===== config.mk =====
export PLATFORM = sky130hd
export DESIGN_NAME = drum_pad_hit_detector
export DESIGN_NICKNAME = d
export VERILOG_FILES = /design/src/hw/rtl/dphd_pkg.sv /design/src/hw/rtl/dphd_div.sv /design/src/hw/rtl/drum_pad_hit_detector.sv
export SDC_FILE = /design/constraint.sdc
export NUM_CORES = 1
export LEC_CHECK = 0
export BUFFER_PORTS_ARGS = -buffer_cell sky130_fd_sc_hd__buf_4
export CAP_MARGIN = 20
export CELL_PAD_IN_SITES_DETAIL_PLACEMENT = 0
export CELL_PAD_IN_SITES_GLOBAL_PLACEMENT = 1
export CORE_UTILIZATION = 48
export CTS_CLUSTER_DIAMETER = 120
export CTS_CLUSTER_SIZE = 12
export DETAILED_ROUTE_END_ITERATION = 6
export GPL_TIMING_DRIVEN = 1
export PLACE_DENSITY = 0.79
export SLEW_MARGIN = 20
export SYNTH_ARGS = -nofsm -noshare
export SYNTH_HDL_FRONTEND = slang
export SYNTH_SLANG_ARGS = --single-unit

===== constraint.sdc =====
create_clock -name i_clk -period 8.2 [get_ports i_clk]
set_input_delay 0.82 -clock i_clk [delete_from_list [all_inputs] [get_ports i_clk]]
set_output_delay 0.82 -clock i_clk [all_outputs]
set_load 0.03 [all_outputs]

===== src/hw/rtl/dphd_pkg.sv =====
// ----------------------------------------------------------------------------
// dphd_pkg
// Types, register codes and constants shared by the drum pad hit detector.
// ----------------------------------------------------------------------------
`default_nettype none

package dphd_pkg;

    localparam int LVL_W     = 7;            // threshold, full scale, note, velocity
    localparam int MS_W      = 8;            // phase lengths in ms
    localparam int US_LEN_W  = 18;           // phase length in us, 255 * 1000 fits
    localparam int SMP_W     = 10;
    localparam int TS_W      = 32;           // width of the timestamp field
    localparam int PEAK_W    = 8;            // level 0..128
    localparam int NUM_W     = 2 * LVL_W;    // (peak - thr) * 127
    localparam int DIV_STEPS = LVL_W;        // one quotient bit per step
    localparam int CNT_W     = $clog2(DIV_STEPS);
    localparam int CFG_IDX_W = 3;
    localparam int CFG_DAT_W = 8;

    localparam logic [LVL_W-1:0] VEL_MAX = 7'd127;

    localparam logic [CFG_IDX_W-1:0] CFG_THRESHOLD  = 3'd0;
    localparam logic [CFG_IDX_W-1:0] CFG_FULL_SCALE = 3'd1;
    localparam logic [CFG_IDX_W-1:0] CFG_NOTE       = 3'd2;
    localparam logic [CFG_IDX_W-1:0] CFG_SCAN_MS    = 3'd3;
    localparam logic [CFG_IDX_W-1:0] CFG_MASK_MS    = 3'd4;
    localparam logic [CFG_IDX_W-1:0] CFG_RETRIG_MS  = 3'd5;

    localparam logic [LVL_W-1:0] RST_THRESHOLD  = 7'd20;
    localparam logic [LVL_W-1:0] RST_FULL_SCALE = 7'd100;
    localparam logic [LVL_W-1:0] RST_NOTE       = 7'd38;
    localparam logic [MS_W-1:0]  RST_SCAN_MS    = 8'd3;
    localparam logic [MS_W-1:0]  RST_MASK_MS    = 8'd50;
    localparam logic [MS_W-1:0]  RST_RETRIG_MS  = 8'd10;

    typedef enum logic [1:0] {
        PH_IDLE   = 2'd0,
        PH_SCAN   = 2'd1,
        PH_MASK   = 2'd2,
        PH_RETRIG = 2'd3
    } t_phase;

    typedef enum logic [1:0] {
        SQ_IDLE = 2'd0,
        SQ_EVAL = 2'd1,
        SQ_DIV  = 2'd2,
        SQ_EMIT = 2'd3
    } t_seq;

    typedef struct packed {
        logic             start;
        logic [NUM_W-1:0] num;
        logic [LVL_W-1:0] den;
    } t_div_req;

    typedef struct packed {
        logic             busy;
        logic             done;
        logic [LVL_W-1:0] quot;
    } t_div_rsp;

    // ms * 1000 as ms * 1024 - ms * 16 - ms * 8
    function automatic logic [US_LEN_W-1:0] ms_to_us(input logic [MS_W-1:0] ms);
        logic [US_LEN_W-1:0] m;
        m = US_LEN_W'(ms);
        return (m << 10) - (m << 4) - (m << 3);
    endfunction

endpackage

`default_nettype wire


===== src/hw/rtl/dphd_div.sv =====
// ----------------------------------------------------------------------------
// dphd_div
// Restoring divider, one quotient bit per cycle. The caller guarantees the
// quotient fits in LVL_W bits (num < den * 2^LVL_W).
// ----------------------------------------------------------------------------
`default_nettype none

module dphd_div (
    input  wire logic               i_clk,
    input  wire logic               i_rst_n,
    input  wire dphd_pkg::t_div_req i_req,
    output dphd_pkg::t_div_rsp      o_rsp
);
    import dphd_pkg::*;

    logic             r_busy, n_busy;
    logic             r_done, n_done;
    logic [CNT_W-1:0] r_cnt, n_cnt;
    logic [LVL_W-1:0] r_rem, n_rem;
    logic [LVL_W-1:0] r_bits, n_bits;
    logic [LVL_W-1:0] r_quot, n_quot;
    logic [LVL_W-1:0] r_den, n_den;

    logic [LVL_W:0]   trial;
    logic [LVL_W:0]   diff;
    logic             ge;

    always_comb begin
        trial  = {r_rem, r_bits[LVL_W-1]};
        diff   = trial - {1'b0, r_den};
        ge     = trial >= {1'b0, r_den};
        n_busy = r_busy;
        n_done = 1'b0;
        n_cnt  = r_cnt;
        n_rem  = r_rem;
        n_bits = r_bits;
        n_quot = r_quot;
        n_den  = r_den;
        if (i_req.start) begin
            n_busy = 1'b1;
            n_cnt  = '0;
            n_rem  = i_req.num[NUM_W-1:LVL_W];
            n_bits = i_req.num[LVL_W-1:0];
            n_den  = i_req.den;
        end else if (r_busy) begin
            n_rem  = ge ? diff[LVL_W-1:0] : trial[LVL_W-1:0];
            n_bits = {r_bits[LVL_W-2:0], 1'b0};
            n_quot = {r_quot[LVL_W-2:0], ge};
            n_cnt  = r_cnt + 1'b1;
            if (r_cnt == CNT_W'(DIV_STEPS - 1)) begin
                n_busy = 1'b0;
                n_done = 1'b1;
            end
        end
    end

    always_ff @(posedge i_clk) begin
        if (!i_rst_n) begin
            r_busy <= 1'b0;
            r_done <= 1'b0;
            r_cnt  <= '0;
        end else begin
            r_busy <= n_busy;
            r_done <= n_done;
            r_cnt  <= n_cnt;
        end
    end

    always_ff @(posedge i_clk) begin
        r_rem  <= n_rem;
        r_bits <= n_bits;
        r_quot <= n_quot;
        r_den  <= n_den;
    end

    assign o_rsp.busy = r_busy;
    assign o_rsp.done = r_done;
    assign o_rsp.quot = r_quot;

    a_no_start_busy: assert property (@(posedge i_clk) disable iff (!i_rst_n)
        i_req.start |-> !r_busy)
        else $error("divider started while busy");

    a_rem_below_den: assert property (@(posedge i_clk) disable iff (!i_rst_n)
        r_busy |-> (r_rem < r_den))
        else $error("partial remainder not below divisor");

    a_done_idle: assert property (@(posedge i_clk) disable iff (!i_rst_n)
        r_done |-> !r_busy)
        else $error("divider done while still busy");

endmodule

`default_nettype wire


===== src/hw/rtl/drum_pad_hit_detector.sv =====
// ----------------------------------------------------------------------------
// drum_pad_hit_detector
// Piezo trigger: level detect, peak scan, velocity scaling, mask/retrigger.
// ----------------------------------------------------------------------------
// Input channel (i_in_valid / o_in_stall) takes one word: a signed sample and
// a microsecond timestamp. Output channel (o_out_valid / i_out_stall) gives a
// note event at the end of each scan window. Config writes come on
// i_cfg_valid / o_cfg_ready (always ready), index 0..5, others ignored.
// Timing: a word is taken, evaluated in the next cycle, and the block is
// ready again in the cycle after that if the word ends no scan. A word
// that ends a scan runs the divider, one quotient bit per cycle, then
// the result goes to the output register when it is empty or being taken.
// A peak or full scale not above threshold skips the divider.
// The output register holds one event; a new word is taken while it waits,
// and a further event is held back until the receiver takes the first.
// Reset (synchronous, active low) restores register defaults, idle phase
// and an empty output.
// ----------------------------------------------------------------------------
`default_nettype none

module drum_pad_hit_detector #(
    parameter int TIME_BITS = 32
) (
    input  wire logic                                  i_clk,
    input  wire logic                                  i_rst_n,
    input  wire logic                                  i_in_valid,
    output logic                                       o_in_stall,
    input  wire logic signed [dphd_pkg::SMP_W-1:0]     i_sample,
    input  wire logic [dphd_pkg::TS_W-1:0]             i_time_us,
    output logic                                       o_out_valid,
    input  wire logic                                  i_out_stall,
    output logic [dphd_pkg::LVL_W-1:0]                 o_hit_note,
    output logic [dphd_pkg::LVL_W-1:0]                 o_hit_velocity,
    input  wire logic                                  i_cfg_valid,
    output logic                                       o_cfg_ready,
    input  wire logic [dphd_pkg::CFG_IDX_W-1:0]        i_cfg_index,
    input  wire logic [dphd_pkg::CFG_DAT_W-1:0]        i_cfg_data
);
    import dphd_pkg::*;

    localparam int CMP_W = (TIME_BITS > US_LEN_W) ? TIME_BITS : US_LEN_W;

    // configuration
    logic [LVL_W-1:0] r_thr, r_fs, r_note;
    logic [MS_W-1:0]  r_scan_ms, r_mask_ms, r_retrig_ms;

    // sequencer and detector state
    t_seq                r_seq, n_seq;
    t_phase              r_phase, n_phase;
    logic [PEAK_W-1:0]   r_peak, n_peak;
    logic [TIME_BITS-1:0] r_start, n_start;
    logic [US_LEN_W-1:0] r_len, n_len;
    logic [PEAK_W-1:0]   r_level;
    logic [TIME_BITS-1:0] r_now;
    logic [LVL_W-1:0]    r_ev_note, n_ev_note;
    logic [LVL_W-1:0]    r_ev_vel, n_ev_vel;
    logic                r_out_valid, n_out_valid;
    logic [LVL_W-1:0]    r_out_note, r_out_vel;

    logic                 accept;
    logic                 out_load;
    logic [SMP_W-1:0]     mag;
    logic [TIME_BITS-1:0] now_in;
    logic [TIME_BITS-1:0] elapsed;
    logic                 over;
    logic [PEAK_W-1:0]    peak_upd;
    logic [LVL_W-1:0]     pk_clamp;
    logic [LVL_W-1:0]     vel_diff;
    t_div_req             div_req;
    t_div_rsp             div_rsp;

    generate
        if (TIME_BITS > TS_W) begin : g_time_wide
            assign now_in = {{(TIME_BITS - TS_W){1'b0}}, i_time_us};
        end else if (TIME_BITS == TS_W) begin : g_time_same
            assign now_in = i_time_us;
        end else begin : g_time_narrow
            assign now_in = i_time_us[TIME_BITS-1:0];
        end
    endgenerate

    // -512 negates to 512, which reads correctly as unsigned
    assign mag = i_sample[SMP_W-1] ? (SMP_W'(0) - SMP_W'(i_sample)) : SMP_W'(i_sample);

    assign accept      = i_in_valid && !o_in_stall;
    assign o_in_stall  = (r_seq != SQ_IDLE);
    assign o_cfg_ready = 1'b1;
    assign out_load    = (r_seq == SQ_EMIT) && (!r_out_valid || !i_out_stall);

    assign elapsed  = r_now - r_start;
    assign over     = CMP_W'(elapsed) > CMP_W'(r_len);
    assign peak_upd = (r_level > r_peak) ? r_level : r_peak;
    assign pk_clamp = (peak_upd > {1'b0, r_fs}) ? r_fs : peak_upd[LVL_W-1:0];
    assign vel_diff = pk_clamp - r_thr;

    always_comb begin
        n_seq       = r_seq;
        n_phase     = r_phase;
        n_peak      = r_peak;
        n_start     = r_start;
        n_len       = r_len;
        n_ev_note   = r_ev_note;
        n_ev_vel    = r_ev_vel;
        n_out_valid = r_out_valid && i_out_stall;
        div_req.start = 1'b0;
        div_req.num   = (NUM_W'(vel_diff) << LVL_W) - NUM_W'(vel_diff);
        div_req.den   = r_fs - r_thr;
        case (r_seq)
            SQ_IDLE: begin
                if (accept) begin
                    n_seq = SQ_EVAL;
                end
            end
            SQ_EVAL: begin
                n_seq = SQ_IDLE;
                case (r_phase)
                    PH_IDLE: begin
                        if (r_level > {1'b0, r_thr}) begin
                            n_peak  = r_level;
                            n_phase = PH_SCAN;
                            n_start = r_now;
                            n_len   = ms_to_us(r_scan_ms);
                        end
                    end
                    PH_SCAN: begin
                        n_peak = peak_upd;
                        if (over) begin
                            n_ev_note = r_note;
                            n_phase   = PH_MASK;
                            n_start   = r_now;
                            n_len     = ms_to_us(r_mask_ms);
                            if (r_fs <= r_thr) begin
                                n_ev_vel = VEL_MAX;
                                n_seq    = SQ_EMIT;
                            end else if (pk_clamp <= r_thr) begin
                                n_ev_vel = '0;
                                n_seq    = SQ_EMIT;
                            end else begin
                                div_req.start = 1'b1;
                                n_seq         = SQ_DIV;
                            end
                        end
                    end
                    PH_MASK: begin
                        if (over) begin
                            n_phase = PH_RETRIG;
                            n_start = r_now;
                            n_len   = ms_to_us(r_retrig_ms);
                        end
                    end
                    default: begin
                        if (over) begin
                            n_phase = PH_IDLE;
                        end
                    end
                endcase
            end
            SQ_DIV: begin
                if (div_rsp.done) begin
                    n_ev_vel = div_rsp.quot;
                    n_seq    = SQ_EMIT;
                end
            end
            default: begin
                if (out_load) begin
                    n_out_valid = 1'b1;
                    n_seq       = SQ_IDLE;
                end
            end
        endcase
    end

    always_ff @(posedge i_clk) begin
        if (!i_rst_n) begin
            r_seq       <= SQ_IDLE;
            r_phase     <= PH_IDLE;
            r_peak      <= '0;
            r_start     <= '0;
            r_len       <= '0;
            r_out_valid <= 1'b0;
        end else begin
            r_seq       <= n_seq;
            r_phase     <= n_phase;
            r_peak      <= n_peak;
            r_start     <= n_start;
            r_len       <= n_len;
            r_out_valid <= n_out_valid;
        end
    end

    always_ff @(posedge i_clk) begin
        if (accept) begin
            r_level <= mag[SMP_W-1:2];
            r_now   <= now_in;
        end
        r_ev_note <= n_ev_note;
        r_ev_vel  <= n_ev_vel;
        if (out_load) begin
            r_out_note <= r_ev_note;
            r_out_vel  <= r_ev_vel;
        end
    end

    always_ff @(posedge i_clk) begin
        if (!i_rst_n) begin
            r_thr       <= RST_THRESHOLD;
            r_fs        <= RST_FULL_SCALE;
            r_note      <= RST_NOTE;
            r_scan_ms   <= RST_SCAN_MS;
            r_mask_ms   <= RST_MASK_MS;
            r_retrig_ms <= RST_RETRIG_MS;
        end else if (i_cfg_valid && o_cfg_ready) begin
            case (i_cfg_index)
                CFG_THRESHOLD:  r_thr       <= i_cfg_data[LVL_W-1:0];
                CFG_FULL_SCALE: r_fs        <= i_cfg_data[LVL_W-1:0];
                CFG_NOTE:       r_note      <= i_cfg_data[LVL_W-1:0];
                CFG_SCAN_MS:    r_scan_ms   <= i_cfg_data;
                CFG_MASK_MS:    r_mask_ms   <= i_cfg_data;
                CFG_RETRIG_MS:  r_retrig_ms <= i_cfg_data;
                default: begin
                end
            endcase
        end
    end

    dphd_div u_div (
        .i_clk   (i_clk),
        .i_rst_n (i_rst_n),
        .i_req   (div_req),
        .o_rsp   (div_rsp)
    );

    assign o_out_valid    = r_out_valid;
    assign o_hit_note     = r_out_note;
    assign o_hit_velocity = r_out_vel;

    a_div_running: assert property (@(posedge i_clk) disable iff (!i_rst_n)
        (r_seq == SQ_DIV) |-> (div_rsp.busy || div_rsp.done))
        else $error("waiting on divider that is not running");

    a_div_to_emit: assert property (@(posedge i_clk) disable iff (!i_rst_n)
        (i_rst_n && r_seq == SQ_DIV && div_rsp.done) |=> (r_seq == SQ_EMIT))
        else $error("divider result not passed to output");

    a_phase_only_eval: assert property (@(posedge i_clk) disable iff (!i_rst_n)
        (i_rst_n && r_seq != SQ_EVAL) |=> $stable(r_phase))
        else $error("phase changed outside evaluation");

endmodule

`default_nettype wire


==> results.ini, run 1 <==
[clock_network]
cts-hold-fix-buffers=0
clk-insertion-delay-late_ps=510
clk_pin_slew_ps=60
numCtsBuffers=21
clock_sinks=206
htree_levels=1
cts_tree=built
post_cts_resized=0
cts_buffer_depth=3
root_buffer=clkbuf_16
postCtsSetupBuffers=0

[final_layout]
design_area_um2=15300
syn2layout_area_growth_pct=10.8
fin_cells=1996
insertedDiodeCount=0
nNetsFinal=1820
nFillCells=2698
layout-drive-gt1-share_pct=8.65

[placed_design]
gp_routability_congestion=0.882
placed_cells_incl_taps=1958
dp.final_hpwl_um=25700
port_buffers=73
placed_area_um2=14700

[synth]
synth_edf_count=96
synth_area_leaders=edfxtp_1 (21%), dfxtp_1 (16%), ha_1 (14%)
yosysTopAreaCellShare_pct=20.8
synth_most_common_cell=nand2_1
synth_area_um2=13800
ys_seq_area_share_pct=36.8
synth_area_per_cell_um2=8.91
yosys_most_used_dff=dfxtp_1
synth_cells=1552
yosys-top-cells-count=nand2_1 (173), ha_1 (151), inv_1 (134)
yosys.area.top_type=edfxtp_1
yosys_warnings=0
synth_fp_nets=1768
ys_ff_latch=206
synth_cell_types=78
async_reset_ff_share_pct=0

[sta]
holdWs_ps=417
rsz0062_at_grt=false
post-route-period-util_pct=84.8
max_freq_ghz=0.144
fin_crit_ps=6950
slew_headroom_pct=34.5
worst_pin_slew_ps=972
setup_viol=0
hold_viol=0
setup_tns_ps=0
slew_viol_final=0
finalClockSkew_ps=20.6

[power]
netSwitchingPower_uw=847
sw_frac_of_total_pct=31.0
intPower_mw=1.89
seq_power_share_pct=41.9
irDropWorstVdd_mv=0.169
share_comb_of_total_power_pct=25.9
leakagePower_nw=5.97
powerDensity_nw_per_um2=178
pwr-share-clk_pct=32.2

[status]
status=finished, final reports clean

[floorplan]
die_h_um=172
start_util_pct=49.2
die_w_um=172
core_area_um2=28100
ios=75
rows=61
dieArea_um2=29500

[detailed_routing]
met2WireLength_um=16100
top_layer_used=met4
drcViolationCount=0
drtIter0Drc=671
first_pass_iters=5
wl_met3_um=1250
wl_um=33300
avgRoutedWirePerCell_um=16.7
ant_nets=0
wl_met1_um=15300
vias=11100
avgViaCountPerCell=5.58

[setup_path]
crit_type=reg2reg
cp_slowest_stage_delay_ps=500
critPathMostFrequentCell=o21ai_0
critPathBufInv=1
r2r_setup_slack_ps=1250
cp-end-kind=flop
slowest_stage=or2_1
endpoint=u_div.r_bits[0]$_SDFFCE_PN0P_
r2r-start=r_level[1]$_DFFE_PP_
critical_path_required_ps=8350
critPathLaunchType=flop
crit_fanout=15
critPathLaunch=r_level[1]$_DFFE_PP_
arrival_ps=7100
worstSetupPathDepth=30
cpLargestDelayFamily=compound AO/OA/AOI/OAI gates
r2r_end=u_div.r_bits[0]$_SDFFCE_PN0P_
rr_worst_depth=30

[global_route]
first_global_vias=10700
antenna_found_initial=0
overflow=0
grt_max_degree=83
grt_pass1_wl_um=54300
grt_use_total_pct=23.1

[job]
maxCapViolations=0

[hold_path]
holdCritPathClass=reg2reg
hp-start=r_ev_note[6]$_DFFE_PP_

-- how the worst min path moves through the flow --
stage	depth (start not counted)	slack (ps)	end
after floorplan	0	400	o_hit_note[0]$_DFFE_PP_
after global placement	0	400	o_hit_velocity[2]$_DFFE_PP_
after detailed placement	0	400	o_hit_note[2]$_DFFE_PP_
after CTS	0	420	o_hit_note[2]$_DFFE_PP_
after global routing	0	430	o_hit_note[4]$_DFFE_PP_
final	0	420	o_hit_note[6]$_DFFE_PP_
-- metal layers --
layer,vias up,global-route usage (%)
li1,5678,-
met1,5217,30.4
met2,208,40.3
met3,39,2.65
met4,0,5.39
met5,-,0
-- per-stage QoR --
| stage | utilization, % | setup WS [ps] | power [mW] |
|---|---|---|---|
| after floorplan | - | 1990 | 1.69 |
| after global placement | 52.4 | 976 | 1.86 |
| after detailed placement | 52.4 | 796 | 1.87 |
| after CTS | 54.5 | 785 | 2.76 |
| after global routing | 54.6 | 615 | 2.89 |
| final | 54.6 | 1250 | 2.74 |
-- cell families after synthesis --
logic type               share of synthesized area, %
AND/OR/NAND/NOR                                  15.6
other                                          0.0271
AO/OA/AOI/OAI                                    19.7
adder cells (fa/ha/maj)                          14.7
flip-flops                                       36.8
buffers and inverters                            5.30
XOR/XNOR                                         4.94
multiplexers                                     3.01
-- cells in the final DEF, fill, tap and decap left out, drive strengths merged, types with 21 or more instances in the layout --
master	count
nand2	173
o211ai	27
o21a	29
buf	82
nor2	90
nor2b	21
mux2i	24
o21ai	83
a21oi	129
clkbuf	35
dfxtp	110
xnor2	58
ha	151
a21o	22
o31ai	40
edfxtp	96
nand3	63
inv	137
nand2b	23
-- sequential cells by signal, summed over array words and instances (netlist names), 8 cells and up --
signal / count
r_len: 15
r_level: 8
r_start: 32
r_peak: 8
r_retrig_ms: 8
r_scan_ms: 8
r_now: 32
r_mask_ms: 8
-- power by group through the flow --
stage / clock (mW) / sequential, mW / combinational (mW)
after global placement: 0 / 1.17 / 0.696
after global routing: 0.943 / 1.15 / 0.799
after CTS: 0.909 / 1.15 / 0.709
after detailed placement: 0 / 1.17 / 0.704
after floorplan: 0 / 1.16 / 0.524
final: 0.880 / 1.15 / 0.708
-- area by class of cell --
type | count | area, µm² | share of cell area (%)
multi-input cells | 1156 | 8050 | 52.5
clock inverters | 2 | 20.0 | 0.131
repair buffers | 82 | 613 | 4.00
flip-flops and latches | 206 | 5080 | 33.2
inverters | 137 | 514 | 3.35
well taps | 378 | 473 | 3.09
clock buffers | 35 | 578 | 3.77
No activity file was read; power rests on OpenSTA's default activity.
==> run 2, diff against run 1 <==
Settings changed: CORE_UTILIZATION 48 to 44, PLACE_DENSITY 0.79 to 0.76.
Clock period 8.2 ns to 5.6 ns, I/O delays scaled along.
==> results.ini, run 2 (synthesized netlist as in run 1, its figures left out) <==
[detailed_routing]
drtIter0Drc=618  ; -7.9%
avgViaCountPerCell=5.49  ; -1.6%
avgRoutedWirePerCell_um=16.8  ; +0.48%
ant_nets=0  ; unchanged
drcViolationCount=12  ; +12
first_pass_iters=7  ; +2
wl_um=34600  ; +3.9%
vias=11300  ; +1.7%

[setup_path]
critical_path_required_ps=5860  ; -2490 ps
cp_slowest_stage_delay_ps=570  ; +70 ps
cp-end-kind=flop
critPathLaunchType=flop
arrival_ps=5920  ; -1180 ps
crit_fanout=6  ; -9
slowest_stage=fa_2
crit_type=reg2reg

[final_layout]
layout-drive-gt1-share_pct=13.5  ; +4.9 points
nFillCells=2899  ; +7.4%
insertedDiodeCount=0  ; unchanged
multi_input_area_um2=8300  ; +3.1%
syn2layout_area_growth_pct=15.8
largest_registers=r_now (32), r_start (32), r_len (15)
fin_cells=2064  ; +3.4%
final_core_util_pct=52.1  ; -2.5 points
seq_area_um2=5080  ; unchanged
mostFrequentLayoutCell=nand2_1
nNetsFinal=1870  ; +2.7%
final_cell_mix=nand2_1 (170), ha_1 (144), inv_1 (132)

[clock_network]
clock_sinks=206  ; unchanged
cts_tree=built
root_buffer=clkbuf_16
numCtsBuffers=21  ; unchanged
cts-hold-fix-buffers=0  ; unchanged
cts_buffer_depth=3  ; unchanged
clk-insertion-delay-late_ps=510  ; about the same
clk_pin_slew_ps=70  ; about the same
htree_levels=1  ; unchanged

[floorplan]
rows=64  ; +4.9%
die_h_um=179  ; +4.4%
start_util_pct=45.0  ; -4.3 points
ios=75  ; unchanged
core_area_um2=30700  ; +9.5%
die_w_um=179  ; +4.4%
dieArea_um2=32200  ; +9.0%

[power]
p_total_mw=4.16  ; +52%
powerDensity_nw_per_um2=260  ; +46%
leakagePower_nw=6.27  ; +5.1%
irDropWorstVdd_mv=0.243  ; +44%

[sta]
max_freq_ghz=0.177  ; +23%
setup_viol=4  ; +4
fin_crit_ps=5660  ; -1300 ps
finalWorstSetupSlack_ps=-56.0  ; -1300 ps
finalClockSkew_ps=11.4  ; -9.26 ps
slew_headroom_pct=42.4  ; +7.9 points
rsz0062_at_grt=true
worst_pin_slew_ps=862  ; -110 ps
slew_viol_final=0  ; unchanged
setup_tns_ps=-96.4  ; -96.4 ps
post-route-period-util_pct=101  ; +16 points
hold_viol=0  ; unchanged

[global_route]
first_global_vias=10900  ; +2.3%
met1_usage_pct=27.9  ; -2.5 points
grt_util_met2_pct=38.5  ; -1.8 points
overflow=0  ; unchanged
grtUsageMet3_pct=2.33  ; -0.31 points
grt_max_degree=66  ; -20%
grt_use_total_pct=21.7  ; -1.4 points
grt_pass1_wl_um=55700  ; +2.6%
top_usage_layer=met2
antenna_found_initial=0  ; unchanged

[status]
failed_checks=design-rule violations, negative setup slack
status=finished, violations left

[job]
maxCapViolations=0  ; unchanged

[placed_design]
gp_routability_congestion=0.916  ; +3.8%
dp.final_hpwl_um=26400  ; +2.7%
port_buffers=73  ; unchanged
placed_cells_incl_taps=2015  ; +2.9%

[hold_path]
holdCritPathClass=in2reg

-- run 2: cell count changes in the layout (fill, tap and decap cells not counted), moves of 6 or more --
cell / before / now
buf_4: 81 / 124
o21ai_0: 82 / 73
ha_1: 151 / 144
ha_4: 0 / 7
mux2_2: 9 / 3
mux2_4: 5 / 11
o21ai_1: 1 / 7
-- run 2: final cells by class --
cell class	count	area share (%)
Sequential cell	206	31.7
Clock inverter	3	0.148
Multi-Input combinational cell	1157	51.8
Tap cell	396	3.09
Clock buffer	34	3.58
Timing Repair Buffer	131	6.43
Inverter	137	3.21
-- run 2: routing by layer --
layer  share of wire, %  vias up
met5                  0        -
met4                2.2        0
met3                3.7       58
met2                 49      210
met1                 46     5298
li1                   -     5769
-- run 2: metrics by stage --
step / worst slack (ps) / hold slack [ps] / cell area, µm²
2_1_floorplan: -42.5 / 400 / 13900
3_3_place_gp: -76.4 / 404 / 15100
3_5_place_dp: -193 / 405 / 15100
4_1_cts: -62.8 / 203 / 16000
5_1_grt: -303 / 207 / 16000
6_report: -56.0 / 220 / 16000
-- run 2: worst paths after layout --
check                    startpoint  slack [ps]                        to  cells after the start
max            r_level[1]$_DFFE_PP_         -60  u_div.r_rem[1]$_DFFE_PP_                     29
min                    i_time_us[4]         220        r_now[4]$_DFFE_PP_                      1
max reg2reg    r_level[1]$_DFFE_PP_         -60  u_div.r_rem[1]$_DFFE_PP_                     29
min reg2reg  r_ev_note[2]$_DFFE_PP_         420   o_hit_note[2]$_DFFE_PP_                      0
-- run 2: critical path: cells and delay by family (launching register included) --
kind | cells | cell delay (ps)
xor+xnor | 1 | 110
flops | 1 | 400
compound gates | 11 | 1590
fa+ha+maj | 5 | 1460
mux | 2 | 420
simple gates | 10 | 1450
-- run 2: report_power, final --
part           internal, mW  switching, mW
combinational         0.527          0.674
clock                 0.702          0.582
sequential             1.64         0.0358
-- run 2: timing repair --
| action | in CTS | in global routing |
|---|---|---|
| endpoints found under the setup margin | 54 | 60 |
| endpoints found under the hold margin | 0 | 0 |
| setup buffers | 10 | 2 |
| gates cloned | 2 | 0 |
| pin swaps | 19 | 13 |
| resized for setup | 28 | 15 |
==> run 3, diff against run 2 <==
Settings changed: CTS_BUF_LIST set to sky130_fd_sc_hd__clkbuf_16.
==> results.ini, run 3 (synthesized netlist as in run 1, its figures left out) <==
[sta]
holdWs_ps=222  ; +1.59 ps
slew_viol_final=0  ; unchanged
max_freq_ghz=0.177  ; about the same
rsz0062_at_grt=true
worst_pin_slew_ps=858  ; -3.89 ps
finalWorstSetupSlack_ps=-56.1  ; -0.0684 ps
slew_headroom_pct=42.7  ; +0.26 points
setup_viol=4  ; unchanged
setup_tns_ps=-100  ; -3.79 ps
post-route-period-util_pct=101  ; about the same
hold_viol=0  ; unchanged
finalClockSkew_ps=9.51  ; -1.85 ps
fin_crit_ps=5660  ; +0.0684 ps

[floorplan]
rows=64  ; unchanged
ios=75  ; unchanged
die_h_um=179  ; unchanged
die_w_um=179  ; unchanged
dieArea_um2=32200  ; unchanged
start_util_pct=45.0  ; unchanged
core_area_um2=30700  ; unchanged

[setup_path]
cp-end-kind=flop
critPathBufInv=0  ; unchanged
crit_fanout=6  ; unchanged
crit_type=reg2reg
cp_slowest_stage_delay_ps=570  ; about the same
cpLargestDelayFamily=compound AO/OA/AOI/OAI gates
slowest_stage=fa_2
arrival_ps=5920  ; about the same
critPathLaunchType=flop
critical_path_required_ps=5860  ; about the same

[clock_network]
numCtsBuffers=21  ; unchanged
root_buffer=clkbuf_16
cts_tree=built
htree_levels=1  ; unchanged
cts_buffer_depth=3  ; unchanged
clk_pin_slew_ps=70  ; about the same
clock_sinks=206  ; unchanged
clk-insertion-delay-late_ps=510  ; about the same
cts-hold-fix-buffers=0  ; unchanged

[power]
sw_frac_of_total_pct=31.2  ; +0.20 points
leakagePower_nw=6.33  ; +0.86%
intPower_mw=2.85  ; -0.83%
seq_power_share_pct=40.5  ; +0.2 points
pwr-share-clk_pct=30.5  ; -0.4 points
share_comb_of_total_power_pct=29.0  ; about the same
netSwitchingPower_mw=1.29  ; +0.11%
irDropWorstVdd_mv=0.242  ; -0.52%
powerDensity_nw_per_um2=258  ; -0.54%

[final_layout]
insertedDiodeCount=0  ; unchanged
largest_registers=r_now (32), r_start (32), r_len (15)
mostFrequentLayoutCell=nand2_1
final_cell_mix=nand2_1 (170), inv_1 (145), ha_1 (144)
nNetsFinal=1870  ; unchanged
final_core_util_pct=52.1  ; unchanged
layout-drive-gt1-share_pct=13.5  ; unchanged
syn2layout_area_growth_pct=15.8  ; unchanged

[detailed_routing]
drtIter0Drc=607  ; -1.8%
avgRoutedWirePerCell_um=16.7  ; -0.22%
drcViolationCount=12  ; unchanged
avgViaCountPerCell=5.47  ; -0.39%
ant_nets=0  ; unchanged
vias=11300  ; -0.39%
first_pass_iters=7  ; unchanged
wl_um=34500  ; -0.22%

[global_route]
first_global_vias=10900  ; +0.018%
grt_pass1_wl_um=55700  ; unchanged
grt_use_total_pct=21.7  ; unchanged
grt_max_degree=66  ; unchanged
antenna_found_initial=0  ; unchanged
overflow=0  ; unchanged

[status]
failed_checks=design-rule violations, negative setup slack
status=finished, violations left

[placed_design]
gp_routability_congestion=0.916  ; unchanged
dp.final_hpwl_um=26400  ; unchanged
port_buffers=73  ; unchanged

[job]
maxCapViolations=0  ; unchanged

[hold_path]
holdCritPathClass=in2reg

[run 3: final cells by class]
type	instances	area, µm²
clock buffer	21	526
clock inverter	16	72.6
fill	2899	14700
inverter	137	514
multi-input combinational	1157	8300
sequential	206	5080
tap	396	495
timing repair buffer	131	1030
[run 3: power groups by stage]
stage | logic [mW] | clock network [mW] | registers [mW]
after floorplan | 0.794 | 0 | 1.70
after global placement | 1.11 | 0 | 1.71
after detailed placement | 1.12 | 0 | 1.71
after CTS | 1.17 | 1.30 | 1.68
after global routing | 1.34 | 1.36 | 1.68
final | 1.20 | 1.26 | 1.68
[run 3: repair_timing]
| item | CTS | global route |
|---|---|---|
| setup buffers | 10 | 2 |
| cloned | 2 | 0 |
| pin swaps | 19 | 13 |
| endpoints found under the setup margin | 54 | 60 |
| resized for setup | 28 | 15 |
[run 3: stage by stage]
step,setup slack [ps],cells,power (mW),area (µm²)
detailed placement,-193,2015,2.83,15100
floorplan,-42.5,1552,2.49,13900
finish,-56.1,2064,4.14,16000
CTS,-62.2,2063,4.15,16000
global route,-303,2064,4.38,16000
global placement,-76.4,2015,2.82,15100
[run 3: path summary, 6_finish.rpt]
check	start	slack (ps)	endpoint	cells after the start
min	i_time_us[4]	220	r_now[4]$_DFFE_PP_	1
max reg2reg	r_level[1]$_DFFE_PP_	-60	u_div.r_rem[1]$_DFFE_PP_	29
min reg2reg	r_ev_vel[0]$_DFFE_PP_	420	o_hit_velocity[0]$_DFFE_PP_	0
max	r_level[1]$_DFFE_PP_	-60	u_div.r_rem[1]$_DFFE_PP_	29
[run 3: layer usage]
metal	global-route usage (%)	routed length, µm
met1	27.9	15800
met2	38.5	16800
met3	2.33	1180
met4	5.53	796
met5	0	0
